`src/sv/lfps_pkg.sv`:
```
// ----------------------------------------------------------------------------
// lfps_pkg
// Shared widths, codes, reset values and types for the line follower PID
// steering block.
// ----------------------------------------------------------------------------
package lfps_pkg;

   // default number of line sensors wired to the block
   localparam int LFPS_NUM_SENSORS = 8;

   // field and datapath widths
   localparam int SENSOR_W  = 8;   // sensor bit field
   localparam int CNT_W     = 4;   // active sensor count, 0..8
   localparam int IDX_W     = 5;   // sum of active indexes, 0..28
   localparam int WSUM_W    = 15;  // 1000 * index sum, 0..28000
   localparam int POS_W     = 13;  // line position, 0..7000
   localparam int ERR_W     = 13;  // error, -4096..4095
   localparam int DLT_W     = 14;  // error difference
   localparam int SUM_W     = 32;  // integral
   localparam int GAIN_W    = 16;  // Q8.8 gains
   localparam int OPND_W    = 33;  // multiplier data operand
   localparam int PROD_W    = GAIN_W + OPND_W;
   localparam int ACC_W     = 51;  // sum of three products
   localparam int SPD_W     = 8;
   localparam int MODE_W    = 2;
   localparam int CSR_ADDR_W = 2;
   localparam int CSR_DATA_W = 16;

   // position and speed constants
   localparam int POS_STEP   = 1000;
   localparam int POS_CENTER = 3500;
   localparam int POS_RIGHT  = 7000;
   localparam int ERR_MAX    = 4095;
   localparam int ERR_MIN    = -4096;
   localparam logic [SPD_W-1:0] CROSS_SPEED = 8'd180;
   localparam logic [SPD_W-1:0] NORM_LO     = 8'd60;
   localparam logic [SPD_W-1:0] NORM_HI     = 8'd200;
   localparam logic [SPD_W-1:0] SPD_MAX     = 8'd255;
   localparam logic [CNT_W-1:0] CURVE_MAX_CNT = 4'd2;

   // register indexes
   localparam logic [CSR_ADDR_W-1:0] CSR_PROP_GAIN  = 2'd0;
   localparam logic [CSR_ADDR_W-1:0] CSR_INTEG_GAIN = 2'd1;
   localparam logic [CSR_ADDR_W-1:0] CSR_DERIV_GAIN = 2'd2;
   localparam logic [CSR_ADDR_W-1:0] CSR_BASE_SPEED = 2'd3;

   // register reset values
   localparam logic signed [GAIN_W-1:0] PROP_GAIN_RST  = 16'sd7680;
   localparam logic signed [GAIN_W-1:0] INTEG_GAIN_RST = 16'sd0;
   localparam logic signed [GAIN_W-1:0] DERIV_GAIN_RST = 16'sd3840;
   localparam logic [SPD_W-1:0]         BASE_SPEED_RST = 8'd120;

   // drive modes
   typedef enum logic [MODE_W-1:0] {
      MODE_NORMAL = 2'd0,
      MODE_CURVE  = 2'd1,
      MODE_CROSS  = 2'd2
   } mode_type;

   // control from sequencer to the shared multiply-accumulate unit
   typedef struct packed {
      logic valid;   // a product term is issued this cycle
      logic first;   // this term restarts the accumulator
   } mac_ctrl_type;

endpackage

```
`src/sv/lfps_div.sv`:
```
// ----------------------------------------------------------------------------
// lfps_div
// Serial restoring divider: one quotient bit per cycle, used to turn the
// weighted sensor sum into the mean line position.
// ----------------------------------------------------------------------------
module lfps_div import lfps_pkg::*; (
   input  logic              clock,
   input  logic              reset,
   input  logic              start,
   input  logic [WSUM_W-1:0] dividend,
   input  logic [CNT_W-1:0]  divisor,
   output logic              busy,
   output logic [WSUM_W-1:0] quotient
);

   localparam int STEP_W = $clog2(WSUM_W);
   localparam logic [STEP_W-1:0] LAST_STEP = STEP_W'(WSUM_W - 1);

   logic              busy_ff, busy_in;
   logic [STEP_W-1:0] step_ff, step_in;
   logic [WSUM_W-1:0] quo_ff, quo_in;
   logic [CNT_W-1:0]  rem_ff, rem_in;
   logic [CNT_W-1:0]  dvs_ff, dvs_in;
   logic [CNT_W:0]    trial;
   logic [CNT_W:0]    diff;
   logic              fits;

   // trial subtract of the shifted remainder
   always_comb begin
      trial = {rem_ff, quo_ff[WSUM_W-1]};
      diff  = trial - {1'b0, dvs_ff};
      fits  = trial >= {1'b0, dvs_ff};
   end

   // iteration control
   always_comb begin
      busy_in = busy_ff;
      step_in = step_ff;
      quo_in  = quo_ff;
      rem_in  = rem_ff;
      dvs_in  = dvs_ff;
      if (start) begin
         busy_in = 1'b1;
         step_in = '0;
         quo_in  = dividend;
         rem_in  = '0;
         dvs_in  = divisor;
      end else if (busy_ff) begin
         quo_in  = {quo_ff[WSUM_W-2:0], fits};
         rem_in  = fits ? diff[CNT_W-1:0] : trial[CNT_W-1:0];
         step_in = step_ff + 1'b1;
         busy_in = (step_ff != LAST_STEP);
      end
   end

   always_ff @(posedge clock) begin
      if (reset) begin
         busy_ff <= 1'b0;
         step_ff <= '0;
      end else begin
         busy_ff <= busy_in;
         step_ff <= step_in;
      end
      quo_ff <= quo_in;
      rem_ff <= rem_in;
      dvs_ff <= dvs_in;
   end

   assign busy     = busy_ff;
   assign quotient = quo_ff;

endmodule

```
`src/sv/lfps_mac.sv`:
```
// ----------------------------------------------------------------------------
// lfps_mac
// Shared multiply-accumulate unit: one signed gain by data product per cycle,
// product registered, then summed into the PID output accumulator.
// ----------------------------------------------------------------------------
module lfps_mac import lfps_pkg::*; (
   input  logic                     clock,
   input  logic                     reset,
   input  mac_ctrl_type             ctrl,
   input  logic signed [GAIN_W-1:0] gain,
   input  logic signed [OPND_W-1:0] opnd,
   output logic signed [ACC_W-1:0]  acc
);

   logic signed [PROD_W-1:0] prod_ff, prod_in;
   logic                     pvld_ff, pvld_in;
   logic                     pfirst_ff, pfirst_in;
   logic signed [ACC_W-1:0]  acc_ff, acc_in;
   logic signed [ACC_W-1:0]  acc_base;

   // multiplier stage
   always_comb begin
      prod_in   = gain * opnd;
      pvld_in   = ctrl.valid;
      pfirst_in = ctrl.first;
   end

   // accumulate stage
   always_comb begin
      acc_base = pfirst_ff ? '0 : acc_ff;
      acc_in   = acc_ff;
      if (pvld_ff) begin
         acc_in = acc_base + ACC_W'(prod_ff);
      end
   end

   always_ff @(posedge clock) begin
      if (reset) begin
         pvld_ff <= 1'b0;
      end else begin
         pvld_ff <= pvld_in;
      end
      pfirst_ff <= pfirst_in;
      prod_ff   <= prod_in;
      acc_ff    <= acc_in;
   end

   assign acc = acc_ff;

endmodule

```
`src/sv/lfps_steer.sv`:
```
// ----------------------------------------------------------------------------
// lfps_steer
// Maps the PID output onto the two motor duty values and picks the drive
// mode: intersection, curve boost or clamped normal steering.
// ----------------------------------------------------------------------------
module lfps_steer import lfps_pkg::*; (
   input  logic signed [ACC_W-1:0] pid_out,
   input  logic [SPD_W-1:0]        base_speed,
   input  logic                    at_cross,
   input  logic [CNT_W-1:0]        active_cnt,
   output logic [SPD_W-1:0]        left_pwm,
   output logic [SPD_W-1:0]        right_pwm,
   output logic [MODE_W-1:0]       drive_mode
);

   localparam int NUM_W = ACC_W + 3;

   // divide by 256 (normal) or 512 (curve) toward zero, then clamp
   function automatic logic [SPD_W-1:0] to_speed(input logic signed [NUM_W-1:0] num,
                                                  input logic curve);
      logic signed [NUM_W-1:0] bias;
      logic signed [NUM_W-1:0] biased;
      logic signed [NUM_W-1:0] quo;
      logic signed [NUM_W-1:0] lo;
      logic signed [NUM_W-1:0] hi;
      bias   = '0;
      if (num < 0) begin
         bias = curve ? NUM_W'(511) : NUM_W'(255);
      end
      biased = num + bias;
      quo    = curve ? (biased >>> 9) : (biased >>> 8);
      lo     = curve ? '0 : NUM_W'(NORM_LO);
      hi     = curve ? NUM_W'(SPD_MAX) : NUM_W'(NORM_HI);
      if (quo < lo) begin
         quo = lo;
      end else if (quo > hi) begin
         quo = hi;
      end
      return quo[SPD_W-1:0];
   endfunction

   logic signed [NUM_W-1:0] q8;
   logic signed [NUM_W-1:0] q8x3;
   logic signed [NUM_W-1:0] base_n;
   logic signed [NUM_W-1:0] base_c;
   logic                    curve;

   always_comb begin
      q8     = NUM_W'(pid_out);
      q8x3   = (q8 <<< 1) + q8;
      base_n = $signed({{(NUM_W-SPD_W-8){1'b0}}, base_speed, 8'b0});
      base_c = $signed({{(NUM_W-SPD_W-9){1'b0}}, base_speed, 9'b0});
      curve  = active_cnt <= CURVE_MAX_CNT;
      if (at_cross) begin
         left_pwm   = CROSS_SPEED;
         right_pwm  = CROSS_SPEED;
         drive_mode = MODE_CROSS;
      end else if (curve) begin
         left_pwm   = to_speed(base_c + q8x3, 1'b1);
         right_pwm  = to_speed(base_c - q8x3, 1'b1);
         drive_mode = MODE_CURVE;
      end else begin
         left_pwm   = to_speed(base_n + q8, 1'b0);
         right_pwm  = to_speed(base_n - q8, 1'b0);
         drive_mode = MODE_NORMAL;
      end
   end

endmodule

```
`src/sv/line_follow_pid_steering.sv`:
```
// ----------------------------------------------------------------------------
// line_follow_pid_steering
// PID steering for a line follower: sensor sample in, two motor duty values
// and a drive mode out, with a shared divider and multiply-accumulate unit.
// ----------------------------------------------------------------------------
//  channel  dir  handshake              payload
//  req_     in   req_tvalid/tready      tdata sensor_bits, tuser at_intersection
//  rsp_     out  rsp_tvalid/tready      tdata left/right pwm, tuser drive_mode
//  csr_     in   csr_we (no wait)       csr_addr, csr_wdata
//
//  An item passes from accept through the serial position divider (15 quotient
//  steps), the error step, 3 product terms in the shared multiplier, a drain
//  step and the output register when any sensor is active; when no sensor is
//  active the divider is skipped.
//  Synchronous active-high reset loads the gain defaults and clears the
//  integral and last error. The next item is accepted while a result waits;
//  a stalled result holds the sequencer before the output register.
// ----------------------------------------------------------------------------
module line_follow_pid_steering import lfps_pkg::*; #(
   parameter int NUM_SENSORS = LFPS_NUM_SENSORS
) (
   input  logic                  clock,
   input  logic                  reset,
   // input transaction
   input  logic                  req_tvalid,
   output logic                  req_tready,
   input  logic [7:0]            req_tdata,   // [7:0] sensor_bits
   input  logic [0:0]            req_tuser,   // [0] at_intersection
   // result transaction
   output logic                  rsp_tvalid,
   input  logic                  rsp_tready,
   output logic [15:0]           rsp_tdata,   // [7:0] left_pwm, [15:8] right_pwm
   output logic [1:0]            rsp_tuser,   // [1:0] drive_mode
   // configuration
   input  logic                  csr_we,
   input  logic [CSR_ADDR_W-1:0] csr_addr,
   input  logic [CSR_DATA_W-1:0] csr_wdata
);

   typedef enum logic [2:0] {
      ST_IDLE,
      ST_DIV,
      ST_ERR,
      ST_MAC,
      ST_DRAIN,
      ST_OUT
   } state_type;

   typedef enum logic [1:0] {
      TERM_P,
      TERM_I,
      TERM_D
   } term_type;

   state_type                  state_ff, state_in;
   term_type                   term_ff, term_in;
   logic signed [GAIN_W-1:0]   prop_ff, prop_in;
   logic signed [GAIN_W-1:0]   integ_ff, integ_in;
   logic signed [GAIN_W-1:0]   dgain_ff, dgain_in;
   logic [SPD_W-1:0]           base_ff, base_in;
   logic signed [ERR_W-1:0]    prev_err_ff, prev_err_in;
   logic signed [SUM_W-1:0]    err_sum_ff, err_sum_in;
   logic signed [ERR_W-1:0]    err_ff, err_in;
   logic signed [DLT_W-1:0]    dlt_ff, dlt_in;
   logic [CNT_W-1:0]           cnt_ff, cnt_in;
   logic                       cross_ff, cross_in;
   logic                       empty_hi_ff, empty_hi_in;
   logic                       rsp_valid_ff, rsp_valid_in;
   logic [SPD_W-1:0]           left_ff, left_in;
   logic [SPD_W-1:0]           right_ff, right_in;
   logic [MODE_W-1:0]          mode_ff, mode_in;

   logic                       accept;
   logic [IDX_W-1:0]           idx_sum;
   logic [CNT_W-1:0]           act_cnt;
   logic [WSUM_W-1:0]          wsum;
   logic                       div_start;
   logic                       div_busy;
   logic [WSUM_W-1:0]          div_quo;
   logic [POS_W-1:0]           pos;
   logic signed [DLT_W-1:0]    pos_off;
   logic signed [ERR_W-1:0]    err_new;
   logic signed [SUM_W:0]      sum_wide;
   logic signed [SUM_W-1:0]    sum_new;
   mac_ctrl_type               mac_ctrl;
   logic signed [GAIN_W-1:0]   mac_gain;
   logic signed [OPND_W-1:0]   mac_opnd;
   logic signed [ACC_W-1:0]    pid_out;
   logic [SPD_W-1:0]           left_c;
   logic [SPD_W-1:0]           right_c;
   logic [MODE_W-1:0]          mode_c;

   assign accept = req_tvalid && req_tready;

   // active sensor count and index sum of the sample
   always_comb begin
      idx_sum = '0;
      act_cnt = '0;
      for (int i = 0; i < SENSOR_W; i++) begin
         if (i < NUM_SENSORS && req_tdata[i]) begin
            idx_sum = idx_sum + IDX_W'(i);
            act_cnt = act_cnt + 1'b1;
         end
      end
      wsum      = WSUM_W'(idx_sum) * WSUM_W'(POS_STEP);
      div_start = accept && (act_cnt != '0);
   end

   lfps_div u_div (
      .clock    (clock),
      .reset    (reset),
      .start    (div_start),
      .dividend (wsum),
      .divisor  (act_cnt),
      .busy     (div_busy),
      .quotient (div_quo)
   );

   // position, saturated error and integral
   always_comb begin
      if (cnt_ff == '0) begin
         pos = empty_hi_ff ? POS_W'(POS_RIGHT) : '0;
      end else begin
         pos = div_quo[POS_W-1:0];
      end
      pos_off = $signed({1'b0, pos}) - DLT_W'(POS_CENTER);
      if (pos_off > DLT_W'(ERR_MAX)) begin
         err_new = ERR_W'(ERR_MAX);
      end else if (pos_off < DLT_W'(ERR_MIN)) begin
         err_new = ERR_W'(ERR_MIN);
      end else begin
         err_new = pos_off[ERR_W-1:0];
      end
      sum_wide = (SUM_W+1)'(err_sum_ff) + (SUM_W+1)'(err_new);
      if (sum_wide[SUM_W] != sum_wide[SUM_W-1]) begin
         sum_new = sum_wide[SUM_W] ? {1'b1, {(SUM_W-1){1'b0}}} : {1'b0, {(SUM_W-1){1'b1}}};
      end else begin
         sum_new = sum_wide[SUM_W-1:0];
      end
   end

   // operand select for the shared multiplier
   always_comb begin
      mac_ctrl.valid = (state_ff == ST_MAC);
      mac_ctrl.first = (term_ff == TERM_P);
      case (term_ff)
         TERM_P: begin
            mac_gain = prop_ff;
            mac_opnd = OPND_W'(err_ff);
         end
         TERM_I: begin
            mac_gain = integ_ff;
            mac_opnd = OPND_W'(err_sum_ff);
         end
         default: begin
            mac_gain = dgain_ff;
            mac_opnd = OPND_W'(dlt_ff);
         end
      endcase
   end

   lfps_mac u_mac (
      .clock (clock),
      .reset (reset),
      .ctrl  (mac_ctrl),
      .gain  (mac_gain),
      .opnd  (mac_opnd),
      .acc   (pid_out)
   );

   lfps_steer u_steer (
      .pid_out    (pid_out),
      .base_speed (base_ff),
      .at_cross   (cross_ff),
      .active_cnt (cnt_ff),
      .left_pwm   (left_c),
      .right_pwm  (right_c),
      .drive_mode (mode_c)
   );

   // sequencer and register next values
   always_comb begin
      state_in     = state_ff;
      term_in      = term_ff;
      prop_in      = prop_ff;
      integ_in     = integ_ff;
      dgain_in     = dgain_ff;
      base_in      = base_ff;
      prev_err_in  = prev_err_ff;
      err_sum_in   = err_sum_ff;
      err_in       = err_ff;
      dlt_in       = dlt_ff;
      cnt_in       = cnt_ff;
      cross_in     = cross_ff;
      empty_hi_in  = empty_hi_ff;
      rsp_valid_in = rsp_valid_ff && !rsp_tready;
      left_in      = left_ff;
      right_in     = right_ff;
      mode_in      = mode_ff;

      // configuration writes
      if (csr_we) begin
         unique case (csr_addr)
            CSR_PROP_GAIN:  prop_in  = csr_wdata;
            CSR_INTEG_GAIN: integ_in = csr_wdata;
            CSR_DERIV_GAIN: dgain_in = csr_wdata;
            CSR_BASE_SPEED: base_in  = csr_wdata[SPD_W-1:0];
            default:        ;
         endcase
      end

      unique case (state_ff)
         ST_IDLE: begin
            if (accept) begin
               cnt_in      = act_cnt;
               cross_in    = req_tuser[0];
               empty_hi_in = !prev_err_ff[ERR_W-1] && (prev_err_ff != '0);
               state_in    = (act_cnt == '0) ? ST_ERR : ST_DIV;
            end
         end
         ST_DIV: begin
            if (!div_busy) begin
               state_in = ST_ERR;
            end
         end
         ST_ERR: begin
            err_in      = err_new;
            err_sum_in  = sum_new;
            dlt_in      = DLT_W'(err_new) - DLT_W'(prev_err_ff);
            prev_err_in = err_new;
            term_in     = TERM_P;
            state_in    = ST_MAC;
         end
         ST_MAC: begin
            unique case (term_ff)
               TERM_P:  term_in = TERM_I;
               TERM_I:  term_in = TERM_D;
               default: state_in = ST_DRAIN;
            endcase
         end
         ST_DRAIN: begin
            state_in = ST_OUT;
         end
         ST_OUT: begin
            if (!rsp_valid_ff || rsp_tready) begin
               rsp_valid_in = 1'b1;
               left_in      = left_c;
               right_in     = right_c;
               mode_in      = mode_c;
               state_in     = ST_IDLE;
            end
         end
         default: state_in = ST_IDLE;
      endcase
   end

   always_ff @(posedge clock) begin
      if (reset) begin
         state_ff     <= ST_IDLE;
         term_ff      <= TERM_P;
         prop_ff      <= PROP_GAIN_RST;
         integ_ff     <= INTEG_GAIN_RST;
         dgain_ff     <= DERIV_GAIN_RST;
         base_ff      <= BASE_SPEED_RST;
         prev_err_ff  <= '0;
         err_sum_ff   <= '0;
         rsp_valid_ff <= 1'b0;
      end else begin
         state_ff     <= state_in;
         term_ff      <= term_in;
         prop_ff      <= prop_in;
         integ_ff     <= integ_in;
         dgain_ff     <= dgain_in;
         base_ff      <= base_in;
         prev_err_ff  <= prev_err_in;
         err_sum_ff   <= err_sum_in;
         rsp_valid_ff <= rsp_valid_in;
      end
      err_ff      <= err_in;
      dlt_ff      <= dlt_in;
      cnt_ff      <= cnt_in;
      cross_ff    <= cross_in;
      empty_hi_ff <= empty_hi_in;
      left_ff     <= left_in;
      right_ff    <= right_in;
      mode_ff     <= mode_in;
   end

   assign req_tready = (state_ff == ST_IDLE);
   assign rsp_tvalid = rsp_valid_ff;
   assign rsp_tdata  = {right_ff, left_ff};
   assign rsp_tuser  = mode_ff;

endmodule

```
`config.mk`:
```
export PLATFORM = sky130hd
export DESIGN_NAME = line_follow_pid_steering
export DESIGN_NICKNAME = d
export VERILOG_FILES = /design/src/sv/lfps_pkg.sv /design/src/sv/lfps_div.sv /design/src/sv/lfps_mac.sv /design/src/sv/lfps_steer.sv /design/src/sv/line_follow_pid_steering.sv
export SDC_FILE = /design/constraint.sdc
export NUM_CORES = 2
export LEC_CHECK = 0
export BUFFER_PORTS_ARGS = -buffer_cell sky130_fd_sc_hd__buf_4
export CORE_MARGIN = 1.5
export CORE_UTILIZATION = 45
export CTS_CLUSTER_DIAMETER = 40
export CTS_CLUSTER_SIZE = 10
export DETAILED_ROUTE_END_ITERATION = 16
export PLACE_DENSITY = 0.66
export SYNTH_ARGS = -nofsm -noshare
export SYNTH_HDL_FRONTEND = slang
export SYNTH_HIERARCHICAL = 1
export SYNTH_SLANG_ARGS = --single-unit
```
`constraint.sdc`:
```
create_clock -name clock -period 9.6 [get_ports clock]
set_clock_uncertainty 0.15 [all_clocks]
set_input_delay 0.96 -clock clock [delete_from_list [all_inputs] [get_ports clock]]
set_output_delay 0.96 -clock clock [all_outputs]
set_load 0.02 [all_outputs]
```
==> results.toml <==
[drt]
dr.first_iter.drc_count = 4188
firstDrtPassIters = 5
route.detailed.drc = 0
via_per_inst = 5.93
wire_per_inst_um = 21.4
routed_wl_mm = 178
final_antenna_net_count = 0
vias = 49400

[placement]
port_buffers = 51
gp_congestion = 1.01
hpwl_mm = 145
place_area_sq_mm = 0.0562

[yosys]
syn_inst = 6763
yosysTopAreaCellShare_pct = 19.3
synth_seq_area_share_pct = 13.0
synth_common_cells = "805 x nand2_1, 803 x inv_1, 517 x fa_1"
async_flop_share_pct = 0
yosys-top-cells-area = "fa_1 19%, ha_1 9.4%, edfxtp_1 6.8%"
synth_cell_types = 121
syn_area_sq_mm = 0.0536
synth.most_common_cell = "nand2_1"
yosysWarnings = 6
yosys.area.top_type = "fa_1"
synth-seq-cells = 288
ys.flop_type = "dfxtp_1"
syn_area_per_cell_sq_um = 7.93
synth_edf_count = 121

[global_routing]
antenna_found_initial = 4
grt_start_max_net_pins = 80
grt_pass1_wl_mm = 279
gr-total-overflow = 0
track_usage_pct = 29.0
first_global_vias = 48400

[flow_run]
cap_violations = 0

[clock_tree]
clk_latency_ns = 0.63
cts_max_level = 2
cts_buffers = 51
clk_pin_slew_ns = 0.06
clk_path_buf_depth = 3
tritoncts = "built"
cts_sinks = 288
cts_hold_buf = 0
clockRootBuffer = "clkbuf_16"

[hold_path]
min-delay-path-class = "reg2reg"

[floorplan]
ios = 52
fp.dieArea_sq_mm = 0.121
die_h_um = 348
num_rows = 126
die_width_um = 348
core_region_area_sq_mm = 0.118
floorplan.initialDensity_pct = 45.4

[critical_path]
path_class = "reg2reg"
crit_slowest_cell = "nor4_1"
cp-end-kind = "flip-flop"
required_ns = 9.83
arrival_ns = 9.36
max_stage_delay_ns = 0.75
startpoint_type = "flip-flop"
path_max_fanout = 9

[finish]
layout-drive-gt1-share_pct = 7.30
area_growth_pct = 8.13
fin_nets = 7697
fin_area_sq_mm = 0.0580
nFillCells = 11500

[sta]
fin_crit_sh_pct = 95.1
maxClockFrequency_mhz = 109
worst_pin_slew_ns = 1.29
setup-tns-final_ns = 0
rsz0062_at_grt = "no"
slew_headroom_pct = 13.5
finalSetupViolations = 0
whs_ns = 0.304
maxSlewViolCount = 0
fin_crit_ns = 9.13
finalHoldViolations = 0

[status]
status = "complete, no violations"
worst paths after layout:
check	from	to	slack, ns	cells past startpoint
min	u_div/rem_ff[3]$_SDFFE_PP0P_	u_div/rem_ff[3]$_SDFFE_PP0P_	0.30	2
min reg2reg	u_div/rem_ff[3]$_SDFFE_PP0P_	u_div/rem_ff[3]$_SDFFE_PP0P_	0.30	2
max	u_mac/acc[1]$_DFFE_PP_	left_ff[7]$_DFFE_PP_	0.47	34
max reg2reg	u_mac/acc[1]$_DFFE_PP_	left_ff[7]$_DFFE_PP_	0.47	34
metrics by stage:
stage          util (%)  cells  worst slack, ns
6_report           49.1   8327            0.466
4_1_cts            49.0   8324            0.153
3_3_place_gp       47.6   8228            0.325
5_1_grt            49.1   8326          0.00745
3_5_place_dp       47.6   8228            0.190
2_1_floorplan         -   6765             1.28
area by class of cell:
class	instances	area [sq um]	share of cell area, %
antenna	1	2.50	0.00432
multi-input combinational	5375	42600	73.6
sequential	288	6980	12.0
timing repair buffer	224	1690	2.92
inverter	807	3030	5.22
clock inverter	31	332	0.572
tap	1536	1920	3.31
clock buffer	65	1370	2.36
registers in the layout, summed over array words and instances, names as in the netlist, 8 cells and up:
signal and count:
u_div/quotient 15, left_ff 8, err_ff 13, dgain_ff 16
base_ff 8, prop_ff 16, u_mac/prod_ff 49, err_sum_ff 32
u_mac/acc 51, integ_ff 16, right_ff 8, prev_err_ff 13
dlt_ff 14
critical path: cells and delay by family, from the launching register on:
| kind | cells | cell delay, ns |
|---|---|---|
| muxes | 1 | 0.08 |
| and+or+nand+nor | 15 | 3.58 |
| xor gates and xnor gates | 1 | 0.18 |
| AOI/OAI and AO/OA | 11 | 2.46 |
| buffers and inverters | 2 | 0.38 |
| DFF | 1 | 0.50 |
| adders and majority gates | 4 | 1.53 |
layer usage:
layer  part of all wire (%)  vias up  wire [um]  track usage [%]
li1                       -    23300          -                -
met1                     43    24100      77000             38.2
met2                     47     1669      83400             48.6
met3                    5.6      324      10000             2.85
met4                    4.4        0       7830             11.6
met5                      0        -          0                0
kinds of logic after synthesis:
logic type / after synthesis / share of synthesized area, %
buffers and inverters: 1102 / 7.86
muxes: 88 / 1.76
adders and majority gates: 923 / 28.8
AOI/OAI and AO/OA: 1525 / 19.0
xor gates and xnor gates: 420 / 6.86
other: 1 / 0.00699
and+or+nand+nor: 2416 / 22.8
DFF: 288 / 13.0
cells in the final DEF, fill, tap and decap left out, types with 37 or more instances in the layout:
| master | n |
|---|---|
| a211oi_1 | 90 |
| a21o_1 | 146 |
| a21oi_1 | 441 |
| a31oi_1 | 60 |
| and2_1 | 259 |
| and3_1 | 64 |
| and4_1 | 37 |
| buf_4 | 223 |
| clkbuf_16 | 52 |
| dfxtp_1 | 163 |
| edfxtp_1 | 121 |
| fa_1 | 517 |
| ha_1 | 399 |
| inv_1 | 803 |
| mux2i_1 | 54 |
| nand2_1 | 805 |
| nand2b_1 | 60 |
| nand3_1 | 149 |
| nand4_1 | 113 |
| nor2_1 | 382 |
| nor2b_1 | 104 |
| nor3_1 | 151 |
| nor4_1 | 64 |
| o211ai_1 | 59 |
| o21a_1 | 61 |
| o21ai_0 | 221 |
| o21ai_1 | 44 |
| o21bai_1 | 41 |
| or3_1 | 45 |
| xnor2_1 | 317 |
| xor2_1 | 102 |
what timing repair did:
item,4_1_cts,5_1_grt
endpoints found under the hold margin,0,0
setup endpoints to repair,0,16
buffers inserted,0,2
resized for setup,0,14
Power is not shown: default switching activity piles up to over one toggle a cycle in this logic, so the estimate is an artifact.
